===== src/rtl/rgtc_pkg.sv =====
// ----------------------------------------------------------------------------
// rgtc_pkg
// shared types, codes and key forming for the glyph tile cache
// ----------------------------------------------------------------------------
`default_nettype none

package rgtc_pkg;

    localparam int MAX_ROWS_DEF  = 8;
    localparam int SLOTS_PER_ROW = 16;
    localparam int ROWS_W        = 5;   // holds a row count up to sixteen
    localparam int KEY_W         = 16;
    localparam int COUNT_W       = 8;
    localparam int TILE_W        = 16;
    localparam int SLOT_OUT_W    = 7;
    localparam int CFG_DATA_W    = 16;
    localparam int CFG_IDX_W     = 2;

    localparam logic [COUNT_W-1:0] COUNT_MAX = 8'hFF;
    localparam logic [7:0]         CHAR_A    = 8'h61;
    localparam logic [7:0]         CHAR_Z    = 8'h7A;
    localparam logic [7:0]         PAIR_FLAG = 8'h40;
    localparam logic [TILE_W-1:0]  TILE_NONE = 16'hFFFF;

    typedef enum logic [1:0] {
        MODE_ACQUIRE = 2'd0,
        MODE_RELEASE = 2'd1,
        MODE_CLEAR   = 2'd2,
        MODE_NOP     = 2'd3
    } mode_t;

    typedef enum logic [2:0] {
        ST_HIT      = 3'd0,
        ST_NEW      = 3'd1,
        ST_FULL     = 3'd2,
        ST_RELEASED = 3'd3,
        ST_FREED    = 3'd4,
        ST_INVALID  = 3'd5,
        ST_CLEARED  = 3'd6,
        ST_SPARE    = 3'd7
    } status_t;

    typedef enum logic [CFG_IDX_W-1:0] {
        REG_BASE_TILE   = 2'd0,
        REG_ACTIVE_ROWS = 2'd1,
        REG_FONT_STYLE  = 2'd2,
        REG_SPARE       = 2'd3
    } reg_idx_t;

    typedef enum logic {
        ALU_INC = 1'b0,
        ALU_DEC = 1'b1
    } alu_op_t;

    // flags and updated count from the slot compare unit
    typedef struct packed {
        logic               match;
        logic               empty;
        logic               cnt_zero;
        logic               new_zero;
        logic [KEY_W-1:0]   key;
        logic [COUNT_W-1:0] new_count;
    } alu_res_t;

    // lowercase pairs fold into a compact key with a flag bit
    function automatic logic [KEY_W-1:0] make_key(input logic [7:0] f,
                                                   input logic [7:0] s,
                                                   input logic [3:0] style);
        logic [7:0] a;
        logic [7:0] b;
        logic [7:0] hi;
        logic [7:0] lo;
        a = f - CHAR_A;
        b = s - CHAR_A;
        if (f >= CHAR_A && f <= CHAR_Z && s >= CHAR_A && s <= CHAR_Z) begin
            hi = {style, 4'b0000} | {6'b000000, a[4:3]} | PAIR_FLAG;
            lo = {a[2:0], b[4:0]};
        end else begin
            hi = {style, 4'b0000} | f;
            lo = s;
        end
        return {hi, lo};
    endfunction

endpackage

`default_nettype wire


===== src/rtl/refcounted_glyph_tile_cache.sv =====
// ----------------------------------------------------------------------------
// refcounted_glyph_tile_cache
// reference-counted tile slot cache keyed by a two-byte character code
// ----------------------------------------------------------------------------
//  channel   dir   handshake          payload
//  s_        in    s_tvalid/s_tready  tuser: mode; tdata: first, second, tile
//  m_        out   m_tvalid/m_tready  tuser: status; tdata: tile_id, slot
//  cfg_      in    cfg_we             cfg_index, cfg_wdata (no read-back)
//
//  acquire walks the active slots one per cycle through the single read port
//  of the slot memory, across all rows*16 active slots on a miss, and stops
//  early when a match turns up in the walk
//  release reads the slot, then checks and updates it, then hands on the result; clear goes straight to the result
//  slot valid bits live in flip-flops, so reset and clear empty every slot at once
//  the result register lets the next beat in while a result waits on m_tready
//  aresetn is synchronous and active low
// ----------------------------------------------------------------------------
`default_nettype none

module refcounted_glyph_tile_cache #(
    parameter int MAX_ROWS = rgtc_pkg::MAX_ROWS_DEF
) (
    input  wire logic                                aclk,
    input  wire logic                                aresetn,

    input  wire logic                                s_tvalid,
    output logic                                     s_tready,
    input  wire logic [1:0]                          s_tuser,  // mode
    input  wire logic [31:0]                         s_tdata,  // first, second, tile_number

    output logic                                     m_tvalid,
    input  wire logic                                m_tready,
    output logic [2:0]                               m_tuser,  // status
    output logic [23:0]                              m_tdata,  // tile_id, slot_index, pad

    input  wire logic                                cfg_we,
    input  wire logic [rgtc_pkg::CFG_IDX_W-1:0]      cfg_index,
    input  wire logic [rgtc_pkg::CFG_DATA_W-1:0]     cfg_wdata
);

    import rgtc_pkg::*;

    localparam int NUM_SLOTS = MAX_ROWS * SLOTS_PER_ROW;
    localparam int SLOT_W    = $clog2(NUM_SLOTS);
    localparam int CNT_W     = $clog2(NUM_SLOTS + 1);
    localparam int LIMIT_W   = ROWS_W + 4;
    localparam int ENTRY_W   = KEY_W + COUNT_W;

    typedef enum logic [2:0] {
        S_IDLE,
        S_SCAN,
        S_REL_CHK,
        S_DONE
    } state_t;

    // ---- configuration registers
    logic [TILE_W-1:0] base_tile_reg;
    logic [3:0]        active_rows_reg;
    logic [3:0]        font_style_reg;

    always_ff @(posedge aclk) begin
        if (!aresetn) begin
            base_tile_reg   <= '0;
            active_rows_reg <= 4'd8;
            font_style_reg  <= '0;
        end else if (cfg_we) begin
            unique case (reg_idx_t'(cfg_index))
                REG_BASE_TILE:   base_tile_reg   <= cfg_wdata;
                REG_ACTIVE_ROWS: active_rows_reg <= cfg_wdata[3:0];
                REG_FONT_STYLE:  font_style_reg  <= cfg_wdata[3:0];
                default:         ;
            endcase
        end
    end

    // rows above the built size act as the built size
    logic [ROWS_W-1:0]  rows_use;
    logic [LIMIT_W-1:0] limit;

    assign rows_use = (ROWS_W'(active_rows_reg) > ROWS_W'(MAX_ROWS)) ? ROWS_W'(MAX_ROWS)
                                                                  : ROWS_W'(active_rows_reg);
    assign limit    = {rows_use, 4'b0000};

    function automatic logic [TILE_W-1:0] tile_of(input logic [TILE_W-1:0] base,
                                                   input logic [SLOT_W-1:0] idx);
        logic [TILE_W-1:0] row_part;
        logic [TILE_W-1:0] col_part;
        row_part = TILE_W'(idx >> 4) << 6;
        col_part = TILE_W'(idx[3:0]) << 1;
        return base + row_part + col_part;
    endfunction

    // ---- input beat decode
    logic              s_accept;
    mode_t             in_mode;
    logic [7:0]        in_first;
    logic [7:0]        in_second;
    logic [TILE_W-1:0] in_tile;
    logic [KEY_W-1:0]  in_key;
    logic [TILE_W-1:0] rel_d;
    logic [SLOT_W-1:0] rel_slot;
    logic              rel_row_bad;

    assign in_mode     = mode_t'(s_tuser);
    assign in_first    = s_tdata[7:0];
    assign in_second   = s_tdata[15:8];
    assign in_tile     = s_tdata[31:16];
    assign in_key      = make_key(in_first, in_second, font_style_reg);
    assign rel_d       = in_tile - base_tile_reg;
    // row is bits 15:6, column bits 4:1; the whole 2x2 block maps to one slot
    assign rel_slot    = SLOT_W'({rel_d[15:6], rel_d[4:1]});
    assign rel_row_bad = (rel_d[15:6] >= 10'(rows_use));

    // ---- sequencer registers
    state_t            state_reg,     state_next;
    logic [KEY_W-1:0]  key_reg,       key_next;
    logic [TILE_W-1:0] tile_in_reg,   tile_in_next;
    logic [CNT_W-1:0]  scan_idx_reg,  scan_idx_next;
    logic              cmp_valid_reg, cmp_valid_next;
    logic [SLOT_W-1:0] cmp_idx_reg,   cmp_idx_next;
    logic              have_free_reg, have_free_next;
    logic [SLOT_W-1:0] free_idx_reg,  free_idx_next;
    logic [NUM_SLOTS-1:0] valid_reg,  valid_next;
    status_t           res_status_reg, res_status_next;
    logic [TILE_W-1:0] res_tile_reg,  res_tile_next;
    logic [SLOT_W-1:0] res_slot_reg,  res_slot_next;
    logic              m_tvalid_reg,  m_tvalid_next;
    status_t           m_status_reg,  m_status_next;
    logic [TILE_W-1:0] m_tile_reg,    m_tile_next;
    logic [SLOT_OUT_W-1:0] m_slot_reg, m_slot_next;

    // ---- slot memory and compare unit
    logic               ram_we;
    logic [SLOT_W-1:0]  ram_waddr;
    logic [ENTRY_W-1:0] ram_wdata;
    logic               ram_re;
    logic [SLOT_W-1:0]  ram_raddr;
    logic [ENTRY_W-1:0] ram_rdata;
    alu_op_t            alu_op;
    alu_res_t           alu_res;

    rgtc_ram #(
        .WIDTH (ENTRY_W),
        .DEPTH (NUM_SLOTS)
    ) u_slot_ram (
        .clk   (aclk),
        .we    (ram_we),
        .waddr (ram_waddr),
        .wdata (ram_wdata),
        .re    (ram_re),
        .raddr (ram_raddr),
        .rdata (ram_rdata)
    );

    rgtc_alu u_alu (
        .entry_valid (valid_reg[cmp_idx_reg]),
        .rd_key      (ram_rdata[ENTRY_W-1:COUNT_W]),
        .rd_count    (ram_rdata[COUNT_W-1:0]),
        .search_key  (key_reg),
        .op          (alu_op),
        .res         (alu_res)
    );

    assign s_tready = (state_reg == S_IDLE);
    assign s_accept = s_tvalid && s_tready;

    always_comb begin
        state_next      = state_reg;
        key_next        = key_reg;
        tile_in_next    = tile_in_reg;
        scan_idx_next   = scan_idx_reg;
        cmp_valid_next  = cmp_valid_reg;
        cmp_idx_next    = cmp_idx_reg;
        have_free_next  = have_free_reg;
        free_idx_next   = free_idx_reg;
        valid_next      = valid_reg;
        res_status_next = res_status_reg;
        res_tile_next   = res_tile_reg;
        res_slot_next   = res_slot_reg;
        m_tvalid_next   = m_tvalid_reg;
        m_status_next   = m_status_reg;
        m_tile_next     = m_tile_reg;
        m_slot_next     = m_slot_reg;
        ram_we          = 1'b0;
        ram_waddr       = cmp_idx_reg;
        ram_wdata       = {key_reg, alu_res.new_count};
        ram_re          = 1'b0;
        ram_raddr       = scan_idx_reg[SLOT_W-1:0];
        alu_op          = ALU_INC;

        if (m_tvalid_reg && m_tready) begin
            m_tvalid_next = 1'b0;
        end

        unique case (state_reg)
            S_IDLE: begin
                if (s_accept) begin
                    key_next     = in_key;
                    tile_in_next = in_tile;
                    unique case (in_mode)
                        MODE_ACQUIRE: begin
                            if (in_key == '0) begin
                                // a zero key cannot be stored
                                res_status_next = ST_FULL;
                                res_tile_next   = TILE_NONE;
                                res_slot_next   = '0;
                                state_next      = S_DONE;
                            end else begin
                                scan_idx_next  = '0;
                                cmp_valid_next = 1'b0;
                                have_free_next = 1'b0;
                                state_next     = S_SCAN;
                            end
                        end
                        MODE_RELEASE: begin
                            if (rel_row_bad) begin
                                res_status_next = ST_INVALID;
                                res_tile_next   = in_tile;
                                res_slot_next   = '0;
                                state_next      = S_DONE;
                            end else begin
                                ram_re       = 1'b1;
                                ram_raddr    = rel_slot;
                                cmp_idx_next = rel_slot;
                                state_next   = S_REL_CHK;
                            end
                        end
                        MODE_CLEAR: begin
                            valid_next      = '0;
                            res_status_next = ST_CLEARED;
                            res_tile_next   = '0;
                            res_slot_next   = '0;
                            state_next      = S_DONE;
                        end
                        default: ;
                    endcase
                end
            end

            S_SCAN: begin
                alu_op = ALU_INC;
                if (cmp_valid_reg && alu_res.match) begin
                    ram_we          = 1'b1;
                    ram_waddr       = cmp_idx_reg;
                    ram_wdata       = {key_reg, alu_res.new_count};
                    res_status_next = ST_HIT;
                    res_tile_next   = tile_of(base_tile_reg, cmp_idx_reg);
                    res_slot_next   = cmp_idx_reg;
                    state_next      = S_DONE;
                end else begin
                    if (cmp_valid_reg && alu_res.empty && !have_free_reg) begin
                        have_free_next = 1'b1;
                        free_idx_next  = cmp_idx_reg;
                    end
                    if (LIMIT_W'(scan_idx_reg) < limit) begin
                        ram_re         = 1'b1;
                        ram_raddr      = scan_idx_reg[SLOT_W-1:0];
                        cmp_valid_next = 1'b1;
                        cmp_idx_next   = scan_idx_reg[SLOT_W-1:0];
                        scan_idx_next  = scan_idx_reg + 1'b1;
                    end else begin
                        cmp_valid_next = 1'b0;
                        if (!cmp_valid_reg) begin
                            if (have_free_reg) begin
                                ram_we                  = 1'b1;
                                ram_waddr               = free_idx_reg;
                                ram_wdata               = {key_reg, COUNT_W'(1)};
                                valid_next[free_idx_reg] = 1'b1;
                                res_status_next         = ST_NEW;
                                res_tile_next   = tile_of(base_tile_reg, free_idx_reg);
                                res_slot_next           = free_idx_reg;
                            end else begin
                                res_status_next = ST_FULL;
                                res_tile_next   = TILE_NONE;
                                res_slot_next   = '0;
                            end
                            state_next = S_DONE;
                        end
                    end
                end
            end

            S_REL_CHK: begin
                alu_op = ALU_DEC;
                if (alu_res.cnt_zero) begin
                    res_status_next = ST_INVALID;
                    res_tile_next   = tile_in_reg;
                end else if (alu_res.new_zero) begin
                    valid_next[cmp_idx_reg] = 1'b0;
                    res_status_next         = ST_FREED;
                    res_tile_next           = tile_of(base_tile_reg, cmp_idx_reg);
                end else begin
                    ram_we          = 1'b1;
                    ram_waddr       = cmp_idx_reg;
                    ram_wdata       = {alu_res.key, alu_res.new_count};
                    res_status_next = ST_RELEASED;
                    res_tile_next   = tile_of(base_tile_reg, cmp_idx_reg);
                end
                res_slot_next = cmp_idx_reg;
                state_next    = S_DONE;
            end

            S_DONE: begin
                if (!m_tvalid_reg || m_tready) begin
                    m_tvalid_next = 1'b1;
                    m_status_next = res_status_reg;
                    m_tile_next   = res_tile_reg;
                    m_slot_next   = SLOT_OUT_W'(res_slot_reg);
                    state_next    = S_IDLE;
                end
            end

            default: state_next = S_IDLE;
        endcase
    end

    always_ff @(posedge aclk) begin
        if (!aresetn) begin
            state_reg     <= S_IDLE;
            cmp_valid_reg <= 1'b0;
            have_free_reg <= 1'b0;
            valid_reg     <= '0;
            m_tvalid_reg  <= 1'b0;
        end else begin
            state_reg     <= state_next;
            cmp_valid_reg <= cmp_valid_next;
            have_free_reg <= have_free_next;
            valid_reg     <= valid_next;
            m_tvalid_reg  <= m_tvalid_next;
        end
        key_reg        <= key_next;
        tile_in_reg    <= tile_in_next;
        scan_idx_reg   <= scan_idx_next;
        cmp_idx_reg    <= cmp_idx_next;
        free_idx_reg   <= free_idx_next;
        res_status_reg <= res_status_next;
        res_tile_reg   <= res_tile_next;
        res_slot_reg   <= res_slot_next;
        m_status_reg   <= m_status_next;
        m_tile_reg     <= m_tile_next;
        m_slot_reg     <= m_slot_next;
    end

    assign m_tvalid = m_tvalid_reg;
    assign m_tuser  = m_status_reg;
    assign m_tdata  = {1'b0, m_slot_reg, m_tile_reg};

    // ---- checks

    // the scan pointer never runs past the active slots
    assert property (@(posedge aclk) disable iff (!aresetn)
        (state_reg == S_SCAN) |-> (LIMIT_W'(scan_idx_reg) <= limit))
        else $error("scan pointer beyond active slots");

    // slot memory is only written while an item is being worked on
    assert property (@(posedge aclk) disable iff (!aresetn)
        ram_we |-> (state_reg == S_SCAN || state_reg == S_REL_CHK))
        else $error("slot write outside a scan or release");

    // a clear empties every slot at once
    assert property (@(posedge aclk) disable iff (!aresetn)
        (s_accept && in_mode == MODE_CLEAR) |=> (valid_reg == '0))
        else $error("slots left valid after clear");

    // a full answer carries no tile and slot zero
    assert property (@(posedge aclk) disable iff (!aresetn)
        (m_tvalid_reg && m_status_reg == ST_FULL) |->
            (m_tile_reg == TILE_NONE && m_slot_reg == '0))
        else $error("full result with a tile attached");

    // the result register is never overwritten while a beat waits
    assert property (@(posedge aclk) disable iff (!aresetn)
        (m_tvalid_reg && !m_tready) |=> (m_tvalid_reg && $stable(m_tile_reg)))
        else $error("pending result overwritten");

endmodule

`default_nettype wire


===== src/rtl/rgtc_ram.sv =====
// ----------------------------------------------------------------------------
// rgtc_ram
// generic single write, single read memory with registered read data
// ----------------------------------------------------------------------------
`default_nettype none

module rgtc_ram #(
    parameter int WIDTH = 24,
    parameter int DEPTH = 128
) (
    input  wire logic                     clk,
    input  wire logic                     we,
    input  wire logic [$clog2(DEPTH)-1:0] waddr,
    input  wire logic [WIDTH-1:0]         wdata,
    input  wire logic                     re,
    input  wire logic [$clog2(DEPTH)-1:0] raddr,
    output logic      [WIDTH-1:0]         rdata
);

    logic [WIDTH-1:0] mem [DEPTH];

    always_ff @(posedge clk) begin
        if (we) begin
            mem[waddr] <= wdata;
        end
        if (re) begin
            rdata <= mem[raddr];
        end
    end

endmodule

`default_nettype wire


===== src/rtl/rgtc_alu.sv =====
// ----------------------------------------------------------------------------
// rgtc_alu
// shared slot compare unit: key match, empty test and count step
// ----------------------------------------------------------------------------
`default_nettype none

module rgtc_alu (
    input  wire logic                           entry_valid,
    input  wire logic [rgtc_pkg::KEY_W-1:0]     rd_key,
    input  wire logic [rgtc_pkg::COUNT_W-1:0]   rd_count,
    input  wire logic [rgtc_pkg::KEY_W-1:0]     search_key,
    input  wire rgtc_pkg::alu_op_t              op,
    output rgtc_pkg::alu_res_t                  res
);

    import rgtc_pkg::*;

    logic [KEY_W-1:0]   key_eff;
    logic [COUNT_W-1:0] cnt_eff;

    // an entry whose valid bit is clear (never written since reset or clear, or freed) reads as empty
    assign key_eff = entry_valid ? rd_key : '0;
    assign cnt_eff = entry_valid ? rd_count : '0;

    always_comb begin
        res          = '0;
        res.key      = key_eff;
        res.match    = (key_eff == search_key);
        res.empty    = (key_eff == '0);
        res.cnt_zero = (cnt_eff == '0);
        unique case (op)
            ALU_INC: res.new_count = (cnt_eff == COUNT_MAX) ? COUNT_MAX
                                                           : cnt_eff + 1'b1;
            ALU_DEC: res.new_count = cnt_eff - 1'b1;
            default: res.new_count = cnt_eff;
        endcase
        res.new_zero = (res.new_count == '0);
    end

endmodule

`default_nettype wire

===== config.mk =====
export PLATFORM = sky130hd
export DESIGN_NAME = refcounted_glyph_tile_cache
export DESIGN_NICKNAME = d
export VERILOG_FILES = /design/src/rtl/rgtc_pkg.sv /design/src/rtl/refcounted_glyph_tile_cache.sv /design/src/rtl/rgtc_ram.sv /design/src/rtl/rgtc_alu.sv
export SDC_FILE = /design/constraint.sdc
export NUM_CORES = 2
export LEC_CHECK = 0
export ABC_AREA = 0
export BUFFER_PORTS_ARGS = -buffer_cell sky130_fd_sc_hd__buf_2
export CORE_ASPECT_RATIO = 0.9
export CORE_UTILIZATION = 30
export CTS_CLUSTER_DIAMETER = 40
export DETAILED_ROUTE_END_ITERATION = 6
export MAX_ROUTING_LAYER = met4
export PLACE_DENSITY = 0.46
export SKIP_LAST_GASP = 1
export SYNTH_ARGS = -nofsm -noshare
export SYNTH_HDL_FRONTEND = slang
export SYNTH_SLANG_ARGS = --single-unit

===== constraint.sdc =====
create_clock -name aclk -period 11.6 [get_ports aclk]
set_input_delay 1.74 -clock aclk [delete_from_list [all_inputs] [get_ports aclk]]
set_output_delay 1.74 -clock aclk [all_outputs]
set_load 0.02 [all_outputs]

**Word-level counts from Yosys, hierarchy flattened**

Memories as Yosys holds them, arrays and structs flattened. A register that Yosys moved wholly into a read port is not among the register bits.
Index checks and enable logic that the tools add are counted.

- Eq/ne operators: 29
- Mux-type cells: 116
- Add/subtract/negate cells: 10
- Bitwise gates (word level): 7
- Reduce and logical (&&, ||, !) cells: 35
- Order comparisons: 11

Operators with widths:

| operator | number |
|---|---|
| 128-bit 2-to-1 mux | 8 |
| 128-bit case mux with 3 select lines | 1 |
| 7-bit 2-to-1 mux | 21 |
| 16-bit 2-to-1 mux | 9 |
| 128-bit AND | 1 |
| 128-bit NOT | 1 |
| 128-bit bitwise OR | 1 |
| 8-bit 2-to-1 mux | 13 |
| 16-bit case mux with 3 select lines | 2 |
| 24-bit 2-to-1 mux | 2 |
| 24-bit case mux with 2 select lines | 1 |
| 7-bit case mux with 3 select lines | 2 |
| 3-bit 2-to-1 mux | 13 |
| 16-bit by 5-bit adder with 16-bit output | 2 |
| 16-bit by 9-bit adder with 16-bit output | 2 |
| 16-bit zero test | 2 |
| 8-bit case mux with 2 select lines | 2 |
| 1-bit 2-to-1 mux | 27 |
| 3-bit case mux with 3 select lines | 3 |
| 2-bit != test, second input constant | 11 |
| 6-bit AND reduction | 3 |
| 8-bit by 1-bit adder with 8-bit output, second input constant | 2 |
| 16-bit equality test | 1 |
| 8-bit by 7-bit >= comparator with 1-bit output, second input constant | 2 |
| other kinds (40) | 76 |

- Bits of input ports: 57
- Word-level logic and storage cells: 228
- Flip-flop bits (word level): 264
- Output and inout port bits: 29
- Memory bits (writable): 3072
- Memories kept: 1

Memory list:

| name | depth | width | rd ports | clocked after Yosys merged registers in | wr ports | line | source |
|---|---|---|---|---|---|---|---|
| u_slot_ram.mem | 128 | 24 | 1 | 1 | 1 | rgtc_ram.sv:20 | `logic [WIDTH-1:0] mem [DEPTH];` |

**Logic depth before layout (Yosys ltp)**

- Depth after elaboration: 12
- Mapped depth: 28
- Gate-level depth less buffers: 21

**Modules after synthesis**

Synthesis repeated with hierarchy kept, for this count alone.

- Cells, all modules: 6699
- Area total of the unflattened synthesis: 134729.2 µm²

By module, submodules not included:

| module | cells an instance | area an instance (µm²) | instances | seq. area each (µm²) |
|---|---|---|---|---|
| rgtc_ram | 4538 | 117624.1 | 1 | 92969.2 |
| refcounted_glyph_tile_cache | 2042 | 16336.9 | 1 | 6326.1 |
| rgtc_alu | 119 | 768.2 | 1 | 0.0 |

**Worst setup path after synthesis**

OpenSTA, ideal clock, no wires.

- Path kind: flip-flop to flip-flop
- Start point: register cmp_idx_reg[0]
- End point: memory u_slot_ram.mem[0][2] (data pin)
- Clock period less this slack: 9494 ps
- Stages on the path, launching flop included: 14
- Library setup time: 1197 ps
- Buffers on the path: 4
- Arrival time: 8297 ps
- Setup slack: 2106 ps
- Required time: 10403 ps
- Cells stage by stage: edfxtp_1 > clkbuf_1 > mux4_2 > mux2_2 > a22oi_1 > o311ai_0 > or3_1 > clkbuf_1 > clkbuf_1 > nand2_1 > ha_1 > clkbuf_1 > xor2_1 > o21ai_0

- Word-level cells in the longest chain between the ends: 11
- Elaborated cells on any way between the ends: 19
- Those cells by class: add/sub: 2; eq/ne: 2; mux: 13; reduce/logical: 2

RTL lines:

| element | line | source |
|---|---|---|
| from (decl) | refcounted_glyph_tile_cache.sv:120 | `logic [SLOT_W-1:0] cmp_idx_reg, cmp_idx_next;` |
| from (signal assigned) | refcounted_glyph_tile_cache.sv:334 | `cmp_idx_reg <= cmp_idx_next;` |
| 1-bit binary-select mux with 7-bit select (*) | refcounted_glyph_tile_cache.sv:156 | `.entry_valid (valid_reg[cmp_idx_reg]),` |
| 1-bit 2-to-1 mux (implied by the code) (*) | refcounted_glyph_tile_cache.sv:156 |  |
| 8-bit 2-to-1 mux | rgtc_alu.sv:23 | `assign cnt_eff = entry_valid ? rd_count : '0;` |
| 8-bit by 1-bit adder with 8-bit output or 8-bit equality test (tied branches) | rgtc_alu.sv:33, rgtc_alu.sv:32 |  |
| 8-bit 2-to-1 mux | rgtc_alu.sv:32 | `ALU_INC: res.new_count = (cnt_eff == COUNT_MAX) ? COUNT_MAX` |
| 8-bit case mux with 2 select lines | rgtc_alu.sv:31 | `unique case (op)` |
| 8-bit 2-to-1 mux | refcounted_glyph_tile_cache.sv:264 | `if (have_free_reg) begin` |
| 8-bit 2-to-1 mux | refcounted_glyph_tile_cache.sv:263 | `if (!cmp_valid_reg) begin` |
| 8-bit 2-to-1 mux | refcounted_glyph_tile_cache.sv:255 | `if (LIMIT_W'(scan_idx_reg) < limit) begin` |
| 8-bit 2-to-1 mux | refcounted_glyph_tile_cache.sv:242 | `if (cmp_valid_reg && alu_res.match) begin` |
| 24-bit case mux with 2 select lines (*) | refcounted_glyph_tile_cache.sv:195 | `unique case (state_reg)` |
| named net ram_wdata[2] | refcounted_glyph_tile_cache.sv:135 | `logic [ENTRY_W-1:0] ram_wdata;` |
| to (decl) | rgtc_ram.sv:20 |  |

The timed path passes the listed nets; every way through them passes the cells marked *. The select of a mux whose other input is x is not followed.

**Worst setup path in the final report**

- Start point: input port s_tdata[16]
- End point: register u_slot_ram.rdata[6] (read register of u_slot_ram.mem) (data pin)

- Word-level cells in the longest chain between the ends: 6
- Elaborated cells on any way between the ends: 10
- Those cells by class: add/sub: 1; order compare: 1; mux: 8

RTL lines:

| element | line | source |
|---|---|---|
| from (decl) | refcounted_glyph_tile_cache.sv:29 | `input wire logic [31:0] s_tdata,` |
| 16-bit subtractor (*) | refcounted_glyph_tile_cache.sv:109 | `assign rel_d = in_tile - base_tile_reg;` |
| 10-bit by 4-bit >= comparator with 1-bit output | refcounted_glyph_tile_cache.sv:112 | `assign rel_row_bad = (rel_d[15:6] >= 10'(rows_use));` |
| 1-bit 2-to-1 mux or 7-bit 2-to-1 mux (tied branches) | refcounted_glyph_tile_cache.sv:216 | `if (rel_row_bad) begin` |
| 1-bit 2-to-1 mux or 7-bit 2-to-1 mux (tied branches) | refcounted_glyph_tile_cache.sv:200 | `unique case (in_mode)` |
| 1-bit 2-to-1 mux or 7-bit 2-to-1 mux (tied branches) | refcounted_glyph_tile_cache.sv:197 | `if (s_accept) begin` |
| 1-bit case mux with 2 select lines or 7-bit 2-to-1 mux (tied branches) | - |  |
| to (decl) | rgtc_ram.sv:17 | `output logic [WIDTH-1:0] rdata` |

Every way passes the cells marked *; elsewhere a longest branch is shown, timed or not.
A chain may end at the register's enable or synchronous reset.

==> flow_summary.json <==
{
  "wirelength_um": 478000,
  "dieArea_mm2": 0.458,
  "ys_types": 79,
  "routedWlPerCell_um": 27.8,
  "finalCritPeriodShare_pct": 80.2,
  "finalWorstSetupSlack_ps": 2300,
  "core_area_mm2": 0.452,
  "nets": 10834,
  "place_ws_ps": 1460,
  "cts_resized": 0,
  "synth_top_area_cell": "edfxtp_1",
  "synth.area.top_cells": "edfxtp_1 70%, nand2_1 6.9%, nand3_1 3.8%, mux2i_1 3.0%, dfxtp_1 2.3%",
  "ys_seq_elements": 3359,
  "post_cts_buffers": 0,
  "syn-num-nets": 10610,
  "syn_area_per_cell_um2": 13.0,
  "fin_hold_ws_ps": 416,
  "p_int_mw": 25.6,
  "clock-skew-final_ps": 86.2,
  "path_clk_slew_ps": 60,
  "status": "complete, but fails checks",
  "power.share.combinational_pct": 19.8,
  "grt_use_total_pct": 20.7,
  "drive_above_1_share_pct": 13.7,
  "htreeDepth": 5,
  "required_ps": 12300,
  "largest_reg_flops": 3072,
  "overflow": 0,
  "p_sw_share_pct": 31.5,
  "tightestPinTransition_ps": 1440,
  "crit_type": "primary input to register",
  "synth_top_area_share_pct": 70.4,
  "finalHoldViolCount": 0,
  "p_switching_mw": 11.8,
  "synth_ff_type": "edfxtp_1",
  "cp.arrival_ps": 10010,
  "die_height_um": 642,
  "peakVddDrop_v": 0.000254,
  "drt_first_pass_iters": 7,
  "clockPowerShare_pct": 39.6,
  "grt_pass1_wl_um": 669000,
  "placedCellCount": 16261,
  "drt_iter0_drc": 10874,
  "vias_per_cell": 5.30,
  "ys_seq_area_share_pct": 72.7,
  "worstPathMaxFanout": 127,
  "die_w_um": 713,
  "cts_buffers": 476,
  "cp_num_buf_inv": 5,
  "tns_ps": 0,
  "cts_tree": "done",
  "timing.final.crit_period_ps": 9300,
  "rows": 234,
  "cp_slowest_cell": "nor4_4",
  "syn_to_final_growth_pct": 18.9,
  "cp_top_family": "simple AND/OR/NAND/NOR gates",
  "synth_enable_flop_cells": 3202,
  "leakagePower_nw": 54.6,
  "power_density_mw_per_mm2": 230,
  "wl_met3_um": 36300,
  "top_layer": "met4",
  "initial_core_util_pct": 30.2,
  "seqPwrFrac_pct": 40.7,
  "via_count": 91139,
  "slew_headroom_pct": 3.69,
  "hold_buffers": 0,
  "cp-end-kind": "register",
  "synthesis.area_mm2": 0.137,
  "grt_max_degree": 153,
  "cts_buffer_depth": 4,
  "drv_cap": 0,
  "finalCoreUtilization_pct": 35.9,
  "cts.sinks": 3359,
  "route.met2.wl_um": 210000,
  "synthCells": 10497,
  "violations": "DRC",
  "setup_viol": 0,
  "port_buffers": 84,
  "clock.fmax_mhz": 107,
  "start_kind": "primary input",
  "rsz0062_at_grt": "false",
  "yosys_warnings": 0,
  "layoutNonFillerInstCount": 17202,
  "antenna_found_initial": 36,
  "gp_congestion": 0.889,
  "grt_pass1_vias": 87044,
  "clock-root-buffer": "clkbuf_16",
  "drtAntennaViolNets": 0,
  "critPathMaxStageDelay_ps": 800,
  "insertion_delay_ps": 1010,
  "maxSlewViolCount": 0,
  "hold_class": "register to register",
  "routedLengthMet1_um": 216000,
  "ios": 86,
  "drcViolationCount": 1,
  "dpl.hpwl_um": 279000,
  "async_flop_share_pct": 0
}
==> metal layers <==
layer,GRT usage (%),vias up
li1,-,39773
met1,29.5,46775
met2,30.3,3853
met3,3.12,738
met4,6.62,0
met5,-,-
==> power by group through the flow <==
| stage | Clock [mW] | Sequential [mW] | Combinational (mW) |
|---|---|---|---|
| floorplan | 0 | 15.5 | 3.73 |
| global placement | 0 | 15.4 | 7.26 |
| CTS | 15.0 | 15.2 | 7.38 |
| detailed placement | 0 | 15.4 | 7.36 |
| finish | 14.8 | 15.2 | 7.39 |
| global route | 15.5 | 15.2 | 7.80 |
==> Yosys cell counts (11+ instances only) <==
cell type	n
or3_1	27
mux2i_1	406
a21o_1	16
o22ai_1	123
nor2_1	333
a221oi_1	30
mux2_2	24
clkbuf_1	460
o21a_1	11
buf_4	26
nand2_1	2495
a21boi_0	22
xor2_1	25
a32oi_1	113
a32o_1	31
or2_2	13
nand4_1	179
buf_2	157
mux4_2	22
ha_1	53
a31oi_1	238
a22o_1	19
and3_1	102
o211ai_1	12
inv_1	53
a22oi_1	15
and2_1	13
o21ai_0	259
nand2b_1	26
edfxtp_1	3202
nor2b_1	29
a21oi_1	389
or4_1	23
xnor2_1	48
nor4_1	102
dfxtp_1	157
nand3_1	1032
buf_1	45
nor3_1	48
==> cells by family (layout without fill, tap and decap cells) <==
kind of cell               Yosys count  after routing  synth area share [%]
AOI/OAI and AO/OA                 1342           1342                  6.11
xor gates and xnor gates            73             73                 0.468
adders and majority gates           56             56                 0.529
buffers and inverters              749           1389                  2.31
DFF                               3359           3359                  72.7
muxes                              454            454                  3.56
other                                1             48               0.00274
and+or+nand+nor                   4463           4463                  14.4
==> area by class of cell <==
| class | instances | area, um^2 |
|---|---|---|
| Fill cell | 43474 | 290000 |
| Sequential cell | 3359 | 99300 |
| Multi-Input combinational cell | 6389 | 35500 |
| Clock buffer | 522 | 12200 |
| Tap cell | 6018 | 7530 |
| Clock inverter | 372 | 4200 |
| Timing Repair Buffer | 441 | 3450 |
| Inverter | 54 | 205 |
| Antenna cell | 47 | 118 |
==> per-stage QoR <==
step	power [mW]	cell area [um^2]
finish	37.4	163000
detailed placement	22.8	146000
floorplan	19.2	137000
global route	38.5	162000
CTS	37.6	162000
global placement	22.7	146000
==> layout by cell type (no fill, tap or decap), types with 59 or more instances in the layout <==
master	Yosys	layout
edfxtp_1	3202	3202
nor2_2	0	80
nand4_1	179	179
a32oi_1	113	113
buf_2	157	83
nor2_1	333	253
clkinv_2	0	67
bufinv_16	0	66
a21oi_1	389	389
clkbuf_16	0	481
nand2_1	2495	2488
clkinv_1	1	59
nor4_2	0	64
mux2i_1	406	398
dfxtp_1	157	157
a31oi_1	238	231
buf_4	26	330
and3_1	102	101
clkinvlp_4	0	69
o22ai_1	123	121
o21ai_0	259	250
nand3_1	1032	1031
==> worst register-to-register path, delay by kind of cell, from the launching register on <==
| kind | cells | cell delay (ps) |
|---|---|---|
| multiplexers | 2 | 960 |
| buffers and inverters | 3 | 1720 |
| flip-flops | 1 | 560 |
| adder cells (fa/ha/maj) | 1 | 220 |
| AO/OA/AOI/OAI | 5 | 2180 |
| AND/OR/NAND/NOR | 9 | 3140 |
==> final timing paths <==
path / slack [ps] / end / start / depth (start not counted)
setup reg to reg: 2360 / u_slot_ram.mem[37][18]$_DFFE_PP_ / cmp_idx_reg[0]$_DFFE_PP_ / 20
hold / removal: 420 / m_tile_reg[15]$_DFFE_PP_ / res_tile_reg[15]$_DFFE_PP_ / 0
setup / recovery: 2300 / u_slot_ram.rdata[6]$_DFFE_PP_ / s_tdata[16] / 25
hold reg to reg: 420 / m_tile_reg[15]$_DFFE_PP_ / res_tile_reg[15]$_DFFE_PP_ / 0
(Power assumes the default switching activity.)
